==> config.mk <==
export PLATFORM = sky130hd
export DESIGN_NAME = binary_3x3_lut_image_filter_core
export DESIGN_NICKNAME = d
export VERILOG_FILES = /design/src/rtl/blf_pkg.sv /design/src/rtl/blf_linebuf.sv /design/src/rtl/blf_table.sv /design/src/rtl/blf_outq.sv /design/src/rtl/binary_3x3_lut_image_filter_core.sv
export VERILOG_INCLUDE_DIRS = /design/src /design/src/rtl
export SDC_FILE = /design/constraint.sdc
export NUM_CORES = 2
export LEC_CHECK = 0
export BUFFER_PORTS_ARGS = -buffer_cell sky130_fd_sc_hd__buf_2
export CAP_MARGIN = 20
export CORE_ASPECT_RATIO = 0.7
export CORE_MARGIN = 2
export CORE_UTILIZATION = 55
export CTS_CLUSTER_DIAMETER = 30
export CTS_CLUSTER_SIZE = 12
export DETAILED_ROUTE_END_ITERATION = 8
export PLACE_DENSITY = 0.74
export SETUP_SLACK_MARGIN = 0.05
export SLEW_MARGIN = 40
export SYNTH_ARGS = -nofsm -noshare
export SYNTH_HDL_FRONTEND = slang
export SYNTH_HIERARCHICAL = 1
export SYNTH_SLANG_ARGS = --single-unit
==> constraint.sdc <==
create_clock -name i_clk -period 6.7 [get_ports i_clk]
set_input_delay 1.34 -clock i_clk [delete_from_list [all_inputs] [get_ports i_clk]]
set_output_delay 1.34 -clock i_clk [all_outputs]
set_load 0.02 [all_outputs]
==> src/rtl/binary_3x3_lut_image_filter_core_macros.svh <==
// Assertion macros shared by the filter RTL.
// Included by each module that carries concurrent checks; no other dependencies.
`ifndef BINARY_3X3_LUT_IMAGE_FILTER_CORE_MACROS_SVH
`define BINARY_3X3_LUT_IMAGE_FILTER_CORE_MACROS_SVH

// Same-cycle implication, disabled while reset is asserted.
`define BLF_ASSERT_IMPL(name, clk, rst_n, ante, cons) \
    name: assert property (@(posedge clk) disable iff (!(rst_n)) (ante) |-> (cons)) \
        else $error("filter check failed");

// Next-cycle implication, disabled while reset is asserted.
`define BLF_ASSERT_NEXT(name, clk, rst_n, ante, cons) \
    name: assert property (@(posedge clk) disable iff (!(rst_n)) (ante) |=> (cons)) \
        else $error("filter check failed");

`endif

==> src/rtl/blf_pkg.sv <==
// Shared types, codes and helpers for the binary 3x3 lookup-table filter.
// No dependencies; imported by every module of the block.
`default_nettype none

package blf_pkg;

    localparam int CFG_W = 9;

    // configuration register indexes
    localparam logic [1:0] CFG_LINE_WIDTH   = 2'd0;
    localparam logic [1:0] CFG_FRAME_HEIGHT = 2'd1;
    localparam logic [1:0] CFG_BACKGROUND   = 2'd2;

    // item modes
    localparam logic [1:0] MODE_TABLE = 2'd0;
    localparam logic [1:0] MODE_PIXEL = 2'd1;
    localparam logic [1:0] MODE_FLUSH = 2'd2;

    localparam int          LIT_W   = 17;
    localparam logic [16:0] LIT_MAX = 17'h1FFFF;

    localparam int OQ_DEPTH = 8;
    localparam int OQ_AW    = $clog2(OQ_DEPTH);
    localparam int OQ_CW    = $clog2(OQ_DEPTH + 1);

    typedef struct packed {
        logic             pixel_out;
        logic [7:0]       out_row;
        logic [7:0]       out_col;
        logic             frame_last;
        logic [LIT_W-1:0] lit_count;
    } t_result;

    // top-left neighbour lands in bit 8, bottom-right in bit 0
    function automatic logic [8:0] lut_index(input logic [2:0] l, input logic [2:0] m,
                                             input logic [2:0] r);
        return {l[2], m[2], r[2], l[1], m[1], r[1], l[0], m[0], r[0]};
    endfunction

endpackage

`default_nettype wire

==> src/rtl/blf_linebuf.sv <==
// Two one-bit line buffers held side by side in one synchronous memory.
// Registered read with same-address write forwarding; uses blf_pkg.
`default_nettype none

module blf_linebuf #(
    parameter int MAX_WIDTH = 256,
    parameter int AW        = $clog2(MAX_WIDTH)
) (
    input  wire logic          i_clk,
    input  wire logic          i_rd_en,
    input  wire logic [AW-1:0] i_rd_addr,
    input  wire logic          i_wr_en,
    input  wire logic [AW-1:0] i_wr_addr,
    input  wire logic [1:0]    i_wr_data,
    output      logic [1:0]    o_rd_data
);
    import blf_pkg::*;

    // bit 1: upper line, bit 0: lower line
    logic [1:0] r_mem [MAX_WIDTH];
    logic [1:0] r_q;
    logic       r_fwd;
    logic [1:0] r_fwd_data;

    always_ff @(posedge i_clk) begin
        if (i_wr_en) begin
            r_mem[i_wr_addr] <= i_wr_data;
        end
        if (i_rd_en) begin
            r_q        <= r_mem[i_rd_addr];
            // the write in this same edge is newer than the array contents
            r_fwd      <= i_wr_en && (i_wr_addr == i_rd_addr);
            r_fwd_data <= i_wr_data;
        end
    end

    assign o_rd_data = r_fwd ? r_fwd_data : r_q;

endmodule

`default_nettype wire

==> src/rtl/blf_table.sv <==
// Lookup table memory: eight 64-bit words, one write port, two registered reads.
// Uses blf_pkg.
`default_nettype none

module blf_table (
    input  wire logic        i_clk,
    input  wire logic        i_wr_en,
    input  wire logic [2:0]  i_wr_addr,
    input  wire logic [63:0] i_wr_data,
    input  wire logic [2:0]  i_rd_addr_a,
    input  wire logic [2:0]  i_rd_addr_b,
    output      logic [63:0] o_rd_data_a,
    output      logic [63:0] o_rd_data_b
);
    import blf_pkg::*;

    logic [63:0] r_mem [8];

    always_ff @(posedge i_clk) begin
        if (i_wr_en) begin
            r_mem[i_wr_addr] <= i_wr_data;
        end
        o_rd_data_a <= r_mem[i_rd_addr_a];
        o_rd_data_b <= r_mem[i_rd_addr_b];
    end

endmodule

`default_nettype wire

==> src/rtl/blf_outq.sv <==
// Result queue: up to two pushes per cycle, one pop, stall-based output.
// Uses blf_pkg and the assertion macro header.
`default_nettype none
`include "binary_3x3_lut_image_filter_core_macros.svh"

module blf_outq (
    input  wire logic                   i_clk,
    input  wire logic                   i_rst_n,
    input  wire logic                   i_push_a,
    input  wire blf_pkg::t_result       i_res_a,
    input  wire logic                   i_push_b,
    input  wire blf_pkg::t_result       i_res_b,
    input  wire logic                   i_stall,
    output      logic                   o_valid,
    output      blf_pkg::t_result       o_res,
    output      logic [blf_pkg::OQ_CW-1:0] o_count
);
    import blf_pkg::*;

    t_result          r_mem [OQ_DEPTH];
    logic [OQ_AW-1:0] r_wp;
    logic [OQ_AW-1:0] r_rp;
    logic [OQ_CW-1:0] r_count;
    logic [OQ_CW-1:0] n_count;
    logic [OQ_AW-1:0] wp_b;
    logic             pop;

    assign o_valid = (r_count != '0);
    assign o_res   = r_mem[r_rp];
    assign o_count = r_count;
    assign pop     = o_valid && !i_stall;
    assign wp_b    = i_push_a ? r_wp + OQ_AW'(1) : r_wp;

    always_comb begin
        n_count = r_count + OQ_CW'(i_push_a) + OQ_CW'(i_push_b) - OQ_CW'(pop);
    end

    always_ff @(posedge i_clk) begin
        if (i_push_a) begin
            r_mem[r_wp] <= i_res_a;
        end
        if (i_push_b) begin
            r_mem[wp_b] <= i_res_b;
        end
        if (!i_rst_n) begin
            r_wp    <= '0;
            r_rp    <= '0;
            r_count <= '0;
        end else begin
            r_wp    <= r_wp + OQ_AW'(i_push_a) + OQ_AW'(i_push_b);
            r_rp    <= r_rp + OQ_AW'(pop);
            r_count <= n_count;
        end
    end

    `BLF_ASSERT_IMPL(a_oq_no_overflow, i_clk, i_rst_n, 1'b1, r_count <= OQ_CW'(OQ_DEPTH))
    `BLF_ASSERT_NEXT(a_oq_pop_only, i_clk, i_rst_n, pop && !i_push_a && !i_push_b, r_count == $past(r_count) - OQ_CW'(1))

endmodule

`default_nettype wire

==> src/rtl/binary_3x3_lut_image_filter_core.sv <==
// Streaming binary 3x3 lookup-table filter, top level: control, window and counters.
// Instantiates blf_linebuf, blf_table and blf_outq; uses blf_pkg and the macro header.
//
// Usage: items enter on the input channel (valid/stall) in raster order. Mode 0 writes
// a 64-bit slice of the 512-entry table, mode 1 is an image pixel, mode 2 a flush item;
// a row of flush items after the frame pushes out the last row. Results leave on the
// output channel (valid/stall), one per filtered pixel, the final one marked frame_last
// and carrying the frame's running lit count.
// Throughput: one item per clock unless the input stalls. Each item reads the line-buffer
// memory once and the table memory twice; both reads are registered, so an item runs
// through three stages (control, window and table read, bit select) with forwarding on
// the line buffer. Output pixel (r,c) is produced from accepted pixel (r+1,c+1), or
// from the last pixel of row r+1 for the rightmost column.
// When the receiver stalls, results collect in an eight-entry queue; the input stalls
// once the queue cannot take the worst case from items still in flight.
// Reset clears counters, window and queue and sets width 256, height 256, background 0.
// Table and line buffers are not cleared: load the table before sending pixels.
// Configuration writes are always ready and must only be made while the block is idle.
`default_nettype none
`include "binary_3x3_lut_image_filter_core_macros.svh"

module binary_3x3_lut_image_filter_core #(
    parameter int MAX_WIDTH  = 256,
    parameter int MAX_HEIGHT = 256
) (
    input  wire logic        i_clk,
    input  wire logic        i_rst_n,
    // input items
    input  wire logic        i_in_valid,
    output      logic        o_in_stall,
    input  wire logic [1:0]  i_mode,
    input  wire logic        i_pixel_in,
    input  wire logic [2:0]  i_table_word_index,
    input  wire logic [63:0] i_table_word,
    // results
    output      logic        o_out_valid,
    input  wire logic        i_out_stall,
    output      logic        o_pixel_out,
    output      logic [7:0]  o_out_row,
    output      logic [7:0]  o_out_col,
    output      logic        o_frame_last,
    output      logic [16:0] o_lit_count,
    // configuration writes
    input  wire logic        i_cfg_valid,
    output      logic        o_cfg_ready,
    input  wire logic [1:0]  i_cfg_index,
    input  wire logic [8:0]  i_cfg_data
);
    import blf_pkg::*;

    localparam int CW = $clog2(MAX_WIDTH);
    localparam int RW = $clog2(MAX_HEIGHT + 1);
    localparam int WW = $clog2(MAX_WIDTH + 1);
    localparam int LW = (WW > CFG_W) ? WW : CFG_W;
    localparam int LH = (RW > CFG_W) ? RW : CFG_W;

    // configuration
    logic [CFG_W-1:0] r_line_width;
    logic [CFG_W-1:0] r_frame_height;
    logic             r_background;

    // stream position
    logic [CW-1:0] r_col;
    logic [RW-1:0] r_row;
    logic [CW-1:0] n_col;
    logic [RW-1:0] n_row;

    // control stage
    logic [LW-1:0] w_eff;
    logic [LH-1:0] h_eff;
    logic          in_acc;
    logic          flushing;
    logic          proc;
    logic          last_col;

    // window stage
    logic          r_s1_valid;
    logic          r_s1_proc;
    logic          r_s1_tload;
    logic [2:0]    r_s1_tidx;
    logic [63:0]   r_s1_tword;
    logic [CW-1:0] r_s1_c;
    logic          r_s1_bot;
    logic          r_s1_top_bg;
    logic          r_s1_mid_bg;
    logic          r_s1_first;
    logic          r_s1_emit1;
    logic          r_s1_emit2;
    logic          r_s1_last;
    logic          r_s1_clear;
    logic [7:0]    r_s1_row;
    logic [5:0]    r_win;
    logic [5:0]    n_win;
    logic [1:0]    lb_rdata;
    logic [2:0]    bgcol;
    logic          s1_top;
    logic          s1_mid;
    logic [2:0]    s1_new;
    logic [8:0]    idx1;
    logic [8:0]    idx2;
    logic          s1_work;

    // bit-select stage
    logic          r_s2_valid;
    logic          r_s2_emit1;
    logic          r_s2_emit2;
    logic          r_s2_last;
    logic          r_s2_clear;
    logic [5:0]    r_s2_off1;
    logic [5:0]    r_s2_off2;
    logic [7:0]    r_s2_row;
    logic [CW-1:0] r_s2_c;
    logic [63:0]   tq_a;
    logic [63:0]   tq_b;
    logic [LIT_W-1:0] r_lit;
    logic [LIT_W-1:0] lit_a;
    logic [LIT_W-1:0] lit_b;
    logic          bit_a;
    logic          bit_b;
    logic          push_a;
    logic          push_b;
    t_result       res_a;
    t_result       res_b;
    t_result       q_res;
    logic [OQ_CW-1:0] q_count;
    logic [OQ_CW+1:0] q_head;

    assign o_cfg_ready = 1'b1;

    always_ff @(posedge i_clk) begin
        if (!i_rst_n) begin
            r_line_width   <= CFG_W'(256);
            r_frame_height <= CFG_W'(256);
            r_background   <= 1'b0;
        end else if (i_cfg_valid) begin
            case (i_cfg_index)
                CFG_LINE_WIDTH:   r_line_width   <= i_cfg_data;
                CFG_FRAME_HEIGHT: r_frame_height <= i_cfg_data;
                CFG_BACKGROUND:   r_background   <= i_cfg_data[0];
                default: ;
            endcase
        end
    end

    // ---------------- control stage ----------------
    always_comb begin
        if (r_line_width == '0) begin
            w_eff = LW'(1);
        end else if (LW'(r_line_width) > LW'(MAX_WIDTH)) begin
            w_eff = LW'(MAX_WIDTH);
        end else begin
            w_eff = LW'(r_line_width);
        end
        if (r_frame_height == '0) begin
            h_eff = LH'(1);
        end else if (LH'(r_frame_height) > LH'(MAX_HEIGHT)) begin
            h_eff = LH'(MAX_HEIGHT);
        end else begin
            h_eff = LH'(r_frame_height);
        end
    end

    // leave room in the queue for two results from every item in flight
    assign q_head = (OQ_CW+2)'(q_count) + (OQ_CW+2)'({r_s1_valid, 1'b0})
                  + (OQ_CW+2)'({r_s2_valid, 1'b0});
    assign o_in_stall = q_head > (OQ_CW+2)'(OQ_DEPTH - 2);
    assign in_acc     = i_in_valid && !o_in_stall;

    assign flushing = LH'(r_row) >= h_eff;
    assign proc     = in_acc && (((i_mode == MODE_PIXEL) && !flushing)
                              || ((i_mode == MODE_FLUSH) && flushing));
    assign last_col = (LW+1)'(r_col) + (LW+1)'(1) >= (LW+1)'(w_eff);

    always_comb begin
        n_col = r_col;
        n_row = r_row;
        if (proc) begin
            if (last_col) begin
                n_col = '0;
                n_row = flushing ? '0 : r_row + RW'(1);
            end else begin
                n_col = r_col + CW'(1);
            end
        end
    end

    always_ff @(posedge i_clk) begin
        r_s1_proc   <= proc;
        r_s1_tload  <= (i_mode == MODE_TABLE);
        r_s1_tidx   <= i_table_word_index;
        r_s1_tword  <= i_table_word;
        r_s1_c      <= r_col;
        r_s1_bot    <= (i_mode == MODE_PIXEL) ? i_pixel_in : r_background;
        r_s1_top_bg <= (r_row < RW'(2));
        r_s1_mid_bg <= (r_row == '0);
        r_s1_first  <= (r_col == '0);
        r_s1_emit1  <= (r_col != '0) && (r_row != '0);
        r_s1_emit2  <= last_col && (r_row != '0);
        r_s1_last   <= flushing;
        r_s1_clear  <= last_col && flushing;
        r_s1_row    <= 8'(r_row - RW'(1));
        if (!i_rst_n) begin
            r_s1_valid <= 1'b0;
            r_col      <= '0;
            r_row      <= '0;
        end else begin
            r_s1_valid <= in_acc;
            r_col      <= n_col;
            r_row      <= n_row;
        end
    end

    // ---------------- window stage ----------------
    blf_linebuf #(
        .MAX_WIDTH (MAX_WIDTH)
    ) u_linebuf (
        .i_clk     (i_clk),
        .i_rd_en   (in_acc),
        .i_rd_addr (r_col),
        .i_wr_en   (s1_work),
        .i_wr_addr (r_s1_c),
        .i_wr_data ({s1_mid, r_s1_bot}),
        .o_rd_data (lb_rdata)
    );

    assign s1_work = r_s1_valid && r_s1_proc;
    assign bgcol   = {3{r_background}};
    assign s1_top  = r_s1_top_bg ? r_background : lb_rdata[1];
    assign s1_mid  = r_s1_mid_bg ? r_background : lb_rdata[0];
    assign s1_new  = {s1_top, s1_mid, r_s1_bot};
    assign n_win   = {(r_s1_first ? bgcol : r_win[2:0]), s1_new};
    assign idx1    = lut_index(r_win[5:3], r_win[2:0], s1_new);
    assign idx2    = lut_index(n_win[5:3], n_win[2:0], bgcol);

    blf_table u_table (
        .i_clk       (i_clk),
        .i_wr_en     (r_s1_valid && r_s1_tload),
        .i_wr_addr   (r_s1_tidx),
        .i_wr_data   (r_s1_tword),
        .i_rd_addr_a (idx1[8:6]),
        .i_rd_addr_b (idx2[8:6]),
        .o_rd_data_a (tq_a),
        .o_rd_data_b (tq_b)
    );

    always_ff @(posedge i_clk) begin
        r_s2_emit1 <= r_s1_emit1;
        r_s2_emit2 <= r_s1_emit2;
        r_s2_last  <= r_s1_last;
        r_s2_clear <= r_s1_clear;
        r_s2_off1  <= idx1[5:0];
        r_s2_off2  <= idx2[5:0];
        r_s2_row   <= r_s1_row;
        r_s2_c     <= r_s1_c;
        if (!i_rst_n) begin
            r_s2_valid <= 1'b0;
            r_win      <= '0;
        end else begin
            r_s2_valid <= s1_work;
            if (s1_work) begin
                r_win <= n_win;
            end
        end
    end

    // ---------------- bit-select stage ----------------
    assign bit_a  = tq_a[r_s2_off1];
    assign bit_b  = tq_b[r_s2_off2];
    assign push_a = r_s2_valid && r_s2_emit1;
    assign push_b = r_s2_valid && r_s2_emit2;

    always_comb begin
        lit_a = r_lit;
        if (push_a && bit_a && (r_lit != LIT_MAX)) begin
            lit_a = r_lit + LIT_W'(1);
        end
        lit_b = lit_a;
        if (push_b && bit_b && (lit_a != LIT_MAX)) begin
            lit_b = lit_a + LIT_W'(1);
        end
    end

    always_comb begin
        res_a.pixel_out  = bit_a;
        res_a.out_row    = r_s2_row;
        res_a.out_col    = 8'(r_s2_c - CW'(1));
        res_a.frame_last = 1'b0;
        res_a.lit_count  = lit_a;
        res_b.pixel_out  = bit_b;
        res_b.out_row    = r_s2_row;
        res_b.out_col    = 8'(r_s2_c);
        res_b.frame_last = r_s2_last;
        res_b.lit_count  = lit_b;
    end

    always_ff @(posedge i_clk) begin
        if (!i_rst_n) begin
            r_lit <= '0;
        end else if (r_s2_valid) begin
            // restart the count once the flush row has gone out
            r_lit <= r_s2_clear ? '0 : lit_b;
        end
    end

    blf_outq u_outq (
        .i_clk    (i_clk),
        .i_rst_n  (i_rst_n),
        .i_push_a (push_a),
        .i_res_a  (res_a),
        .i_push_b (push_b),
        .i_res_b  (res_b),
        .i_stall  (i_out_stall),
        .o_valid  (o_out_valid),
        .o_res    (q_res),
        .o_count  (q_count)
    );

    assign o_pixel_out  = q_res.pixel_out;
    assign o_out_row    = q_res.out_row;
    assign o_out_col    = q_res.out_col;
    assign o_frame_last = q_res.frame_last;
    assign o_lit_count  = q_res.lit_count;

    `BLF_ASSERT_IMPL(a_row_range, i_clk, i_rst_n, 1'b1, r_row <= RW'(MAX_HEIGHT))
    `BLF_ASSERT_IMPL(a_clear_on_last, i_clk, i_rst_n, r_s1_valid && r_s1_proc && r_s1_clear, r_s1_emit2 && r_s1_last)
    `BLF_ASSERT_NEXT(a_lit_restart, i_clk, i_rst_n, r_s2_valid && r_s2_clear, r_lit == '0)

endmodule

`default_nettype wire

== Word level (Yosys, flattened, before mapping) ==
Memories as Yosys holds them, arrays and structs flattened. A register that Yosys moved wholly into a read port is not among the register bits.
Cells that the tools add are included.
Storage, ports and cells
  register bits: 199
  memory bits (writable): 1304
  logic and storage cells: 132
  memories: 3
Operators by class
  add/subtract/negate cells: 16
  order comparisons: 8
  eq/ne operators: 7
  multiplexer cells: 28
  reduce and logical (&&, ||, !) cells: 34
Memories
  u_linebuf.r_mem: depth 256, width 2, read ports 1, clocked after memory_dff 1, write ports 1, RTL line blf_linebuf.sv:20  | logic [1:0] r_mem [MAX_WIDTH];
  u_table.r_mem: depth 8, width 64, read ports 2, clocked after memory_dff 2, write ports 1, RTL line blf_table.sv:17  | logic [63:0] r_mem [8];
  u_outq.r_mem: depth 8, width 35, read ports 1, clocked after memory_dff 1, write ports 2, RTL line blf_outq.sv:20  | t_result r_mem [OQ_DEPTH];
Operator list (count)
  $mux 17: 3
  $mux 9: 5
  $add 17x1->17 const B: 2
  $ne 17x17->1 const B: 2
  $logic_not 9->1: 3
  $ge 9x9->1: 2
  $gt 9x9->1 const B: 2
  $logic_and 1x1->1: 17
  $sub 8x1->8 const B: 2
  $lt 6x7->1 const B: 2
  $mux 1: 13
  $bmux 1 s6: 2
  $add 3x1->3: 3
  $add 8x1->9 const B: 1
  $add 9x1->9 const B: 1
  $lt 9x2->1 const B: 1
  $mux 3: 3
  $reduce_bool 9->1: 1
  $add 4x1->4: 2
  $add 8x1->8 const B: 1
  $eq 8x8->1: 1
  $logic_not 8->1: 1
  $mux 8: 1
  $reduce_and 2->1: 4
  other kinds (13): 18

== Logic depth before layout (Yosys ltp) ==
  depth in word-level cells: 9
  depth in mapped cells: 26
  depth with buffers taken out: 23

== Cells and area by module ==
The synthesis kept the hierarchy.
By module, submodules not included
  blf_table: instances 1, cells an instance 1107, area an instance 25660.9 µm², sequential area each 17937.2 µm²
  blf_linebuf: instances 1, cells an instance 1318, area an instance 21513.1 µm², sequential area each 15524.9 µm²
  blf_outq: instances 1, cells an instance 1070, area an instance 15547.4 µm², sequential area each 8608.3 µm²
  binary_3x3_lut_image_filter_core: instances 1, cells an instance 801, area an instance 8121.5 µm², sequential area each 3663.5 µm²

== Least setup slack after synthesis ==
OpenSTA, ideal clock, no wires.
  path kind: register to register
  start point: register r_s1_valid
  end point: memory u_table.r_mem[0][0], enable pin
  arrival time: 4.957 ns
  path slack: 1.178 ns
  stages on the path, launching flop included: 4
  buffers on the path: 0
  period minus slack after synthesis: 5.522 ns
  cell sequence: dfxtp_1 > and2_1 > nand2b_1 > nor3_1
On the way
  cells in the longest elaborated chain, start to end: 3
Ends and longest elaborated chain
  start, declared: RTL line binary_3x3_lut_image_filter_core.sv:77  | logic r_s1_valid;
  start signal, assigned: RTL line binary_3x3_lut_image_filter_core.sv:207  | r_s1_valid <= in_acc;
  $logic_and 1x1->1: RTL line binary_3x3_lut_image_filter_core.sv:237  | .i_wr_en (r_s1_valid && r_s1_tload),
  $mux 1: RTL line blf_table.sv:20  | if (i_wr_en) begin
  $mux 1 (not written as such): RTL line blf_table.sv:21  | r_mem[i_wr_addr] <= i_wr_data;
  end, declared: RTL line blf_table.sv:17
No other way between the ends.

==> flow_metrics.tcl <==
set metrics [dict create \
    overflow 0 \
    grt_pass1_vias 39800 \
    holdCritPathClass "flop to flop" \
    die_w_um 426 \
    ys_warn_count 6 \
    finalNetCount 4424 \
    die_y_um 299 \
    max_slew_margin_pct 39.8 \
    cts_tree "yes" \
    ir_worst_vdd_mv 0.274 \
    critical_path_class "flop to flop" \
    fillerInstances 8481 \
    max_cap_viol_count 0 \
    r2r_start "r_s2_off2[1]" \
    min-delay-start "r_s1_last" \
    reg2reg_slack_ns 0.37 \
    clk_pin_slew_worst_paths_ns 0.06 \
    p_leak_nw 23.9 \
    rsz0062_at_grt "false" \
    start_util_pct 55.3 \
    p_per_area_mw_per_mm2 304 \
    top_layer "met5" \
    core_mm2 0.124 \
    die_area_mm2 0.127 \
    multi_input_area_mm2 0.0219 \
    m1WireLength_um 69900 \
    routed_wl_um 168000 \
    finalSetupViolations 0 \
    cts_sinks 1598 \
    period_share_pct 94.5 \
    report.final.slew_viol_count 0 \
    synth_area_mm2 0.0684 \
    wl_per_cell_um 27.5 \
    rows 108 \
    regToRegEndpoint "u_outq/r_mem[3][10]" \
    antenna_found_initial 11 \
    dr.pass1.iters 6 \
    drcViolationCount 0 \
    gp_congestion 0.869 \
    hold_buffers 0 \
    clk_path_buf_depth 3 \
    hold_viol_final 0 \
    start_kind "flop" \
    cts-root-buf "clkbuf_16" \
    required_ns 7.33 \
    drive_above_1_share_pct 28.7 \
    reg2reg_depth 20 \
    area_delta_synth_final_pct 14.3 \
    h-tree-depth 4 \
    syn_avg_cell_area_um2 16.4 \
    vias 40000 \
    whs_ns 0.323 \
    hold_depth 0 \
    netlist_instances 4168 \
    seqCellArea_mm2 0.0451 \
    routed_via_density 6.53 \
    grt_max_degree 96 \
    dr_wl_met3_um 18400 \
    max_freq_mhz 158 \
    crit_fanout 11 \
    hpwl_um 95100 \
    antenna_left 0 \
    end_kind "flop" \
    status "finished, final reports clean" \
    skew_ns 0.0484 \
    grt_pass1_wl_um 252000 \
    worstSkewPairLatency_ns 0.82 \
    worst_pin_slew_ns 0.895 \
    setup_tns_ns 0 \
    dr_wl_met2_um 75800 \
    gr-usage-all-layers_pct 26.4 \
    io_pins 124 \
    drtIter0Drc 5047 \
    fin_crit_ns 6.33 \
    cts_buffers 216 \
    port_buffers 122 \
    whs_endpoint "r_s2_last" \
    cp.arrival_ns 6.97 \
]
-- registers in the layout, indices dropped and copies added, names as in the netlist, 5 cells and up --
name	flops
r_s2_c	8
r_row	9
r_frame_height	9
r_s1_row	8
r_line_width	9
u_table/o_rd_data_a	64
u_table/r_mem	512
u_linebuf/r_mem	512
r_s2_row	8
u_table/o_rd_data_b	32
r_col	8
u_outq/r_mem	280
r_s2_off2	5
r_s1_c	8
r_lit	17
r_s1_tword	64
r_win	6
-- layout make-up --
cell class                 count  area share [%]
antenna                        1         0.00320
timing repair buffer         212            1.89
clock inverter               139            1.93
clock buffer                 265            7.64
sequential                  1598            57.7
multi-input combinational   2221            28.0
inverter                      46           0.221
tap                         1650            2.64
-- per-stage QoR --
step	total power, mW	utilization, %	cells	cell area, µm²	setup slack (ns)
detailed placement	12.5	57.0	5720	70500	0.391
finish	23.8	63.3	6132	78200	0.366
floorplan	12.1	-	4175	68400	1.18
CTS	23.9	63.1	6124	78000	0.367
global placement	12.4	56.9	5711	70300	0.544
global route	24.5	63.3	6131	78200	0.0529
-- what timing repair did --
item                                    in CTS  in global routing
gates resized for setup                      0                  3
buffers inserted                             0                  3
endpoints found under the setup margin       0                 20
-- how the worst max path moves through the flow --
stage	start	to	slack [ns]	cells after the start
after global placement	r_s2_off1[1]	u_outq/r_mem[3][12]	0.54	19
after CTS	r_s2_off1[1]	u_outq/r_mem[5][12]	0.37	19
final	r_s2_off2[1]	u_outq/r_mem[3][10]	0.37	20
after global routing	r_s2_off2[1]	u_outq/r_mem[5][12]	0.05	20
after detailed placement	r_s2_off1[1]	u_outq/r_mem[5][12]	0.39	19
after floorplan	r_s1_valid	u_table/r_mem[0][0]	1.18	3
-- metal layers --
metal | GRT usage (%) | vias to the layer above
met5 | 0 | -
met4 | 8.36 | 4
met3 | 5.38 | 321
met2 | 39.1 | 2395
met1 | 39.8 | 20400
li1 | - | 16900
-- cell usage in the layout, fill, tap and decap left out, types with 67 or more instances in the layout --
master and instances:
buf_2 122, buf_4 67, clkbuf_16 226, dfxtp_1 277
edfxtp_1 1309, mux2_2 285, mux2i_1 175, mux4_2 336
nand2_1 103, nand3_1 116, nor2_1 303, o211ai_1 219
o21ai_0 93
-- power by group --
part / total [mW] / internal [mW] / leakage (nW) / switching (mW)
clock: 11.5 / 7.07 / 3.58 / 4.45
combinational: 1.28 / 0.596 / 6.73 / 0.689
sequential: 11.0 / 10.8 / 13.6 / 0.158
-- worst max-delay path: stages, from the launching register on --
cell      delay (ns)
dfxtp_1         0.34
buf_4           0.22
nor2_1          0.41
a22oi_1         0.19
and3_1          0.32
nor4_4          0.63
or2_1           0.41
nand2_2         0.18
mux2_1          0.49
ha_1            0.27
and3_1          0.14
and4_1          0.19
ha_1            0.18
nor2b_1         0.17
nand3_1         0.17
a31o_2          0.26
a31oi_2         0.45
nand3_1         0.16
xnor2_1         0.55
nand3_1         0.18
o211ai_1        0.22
No activity file was read; power rests on OpenSTA's default activity.
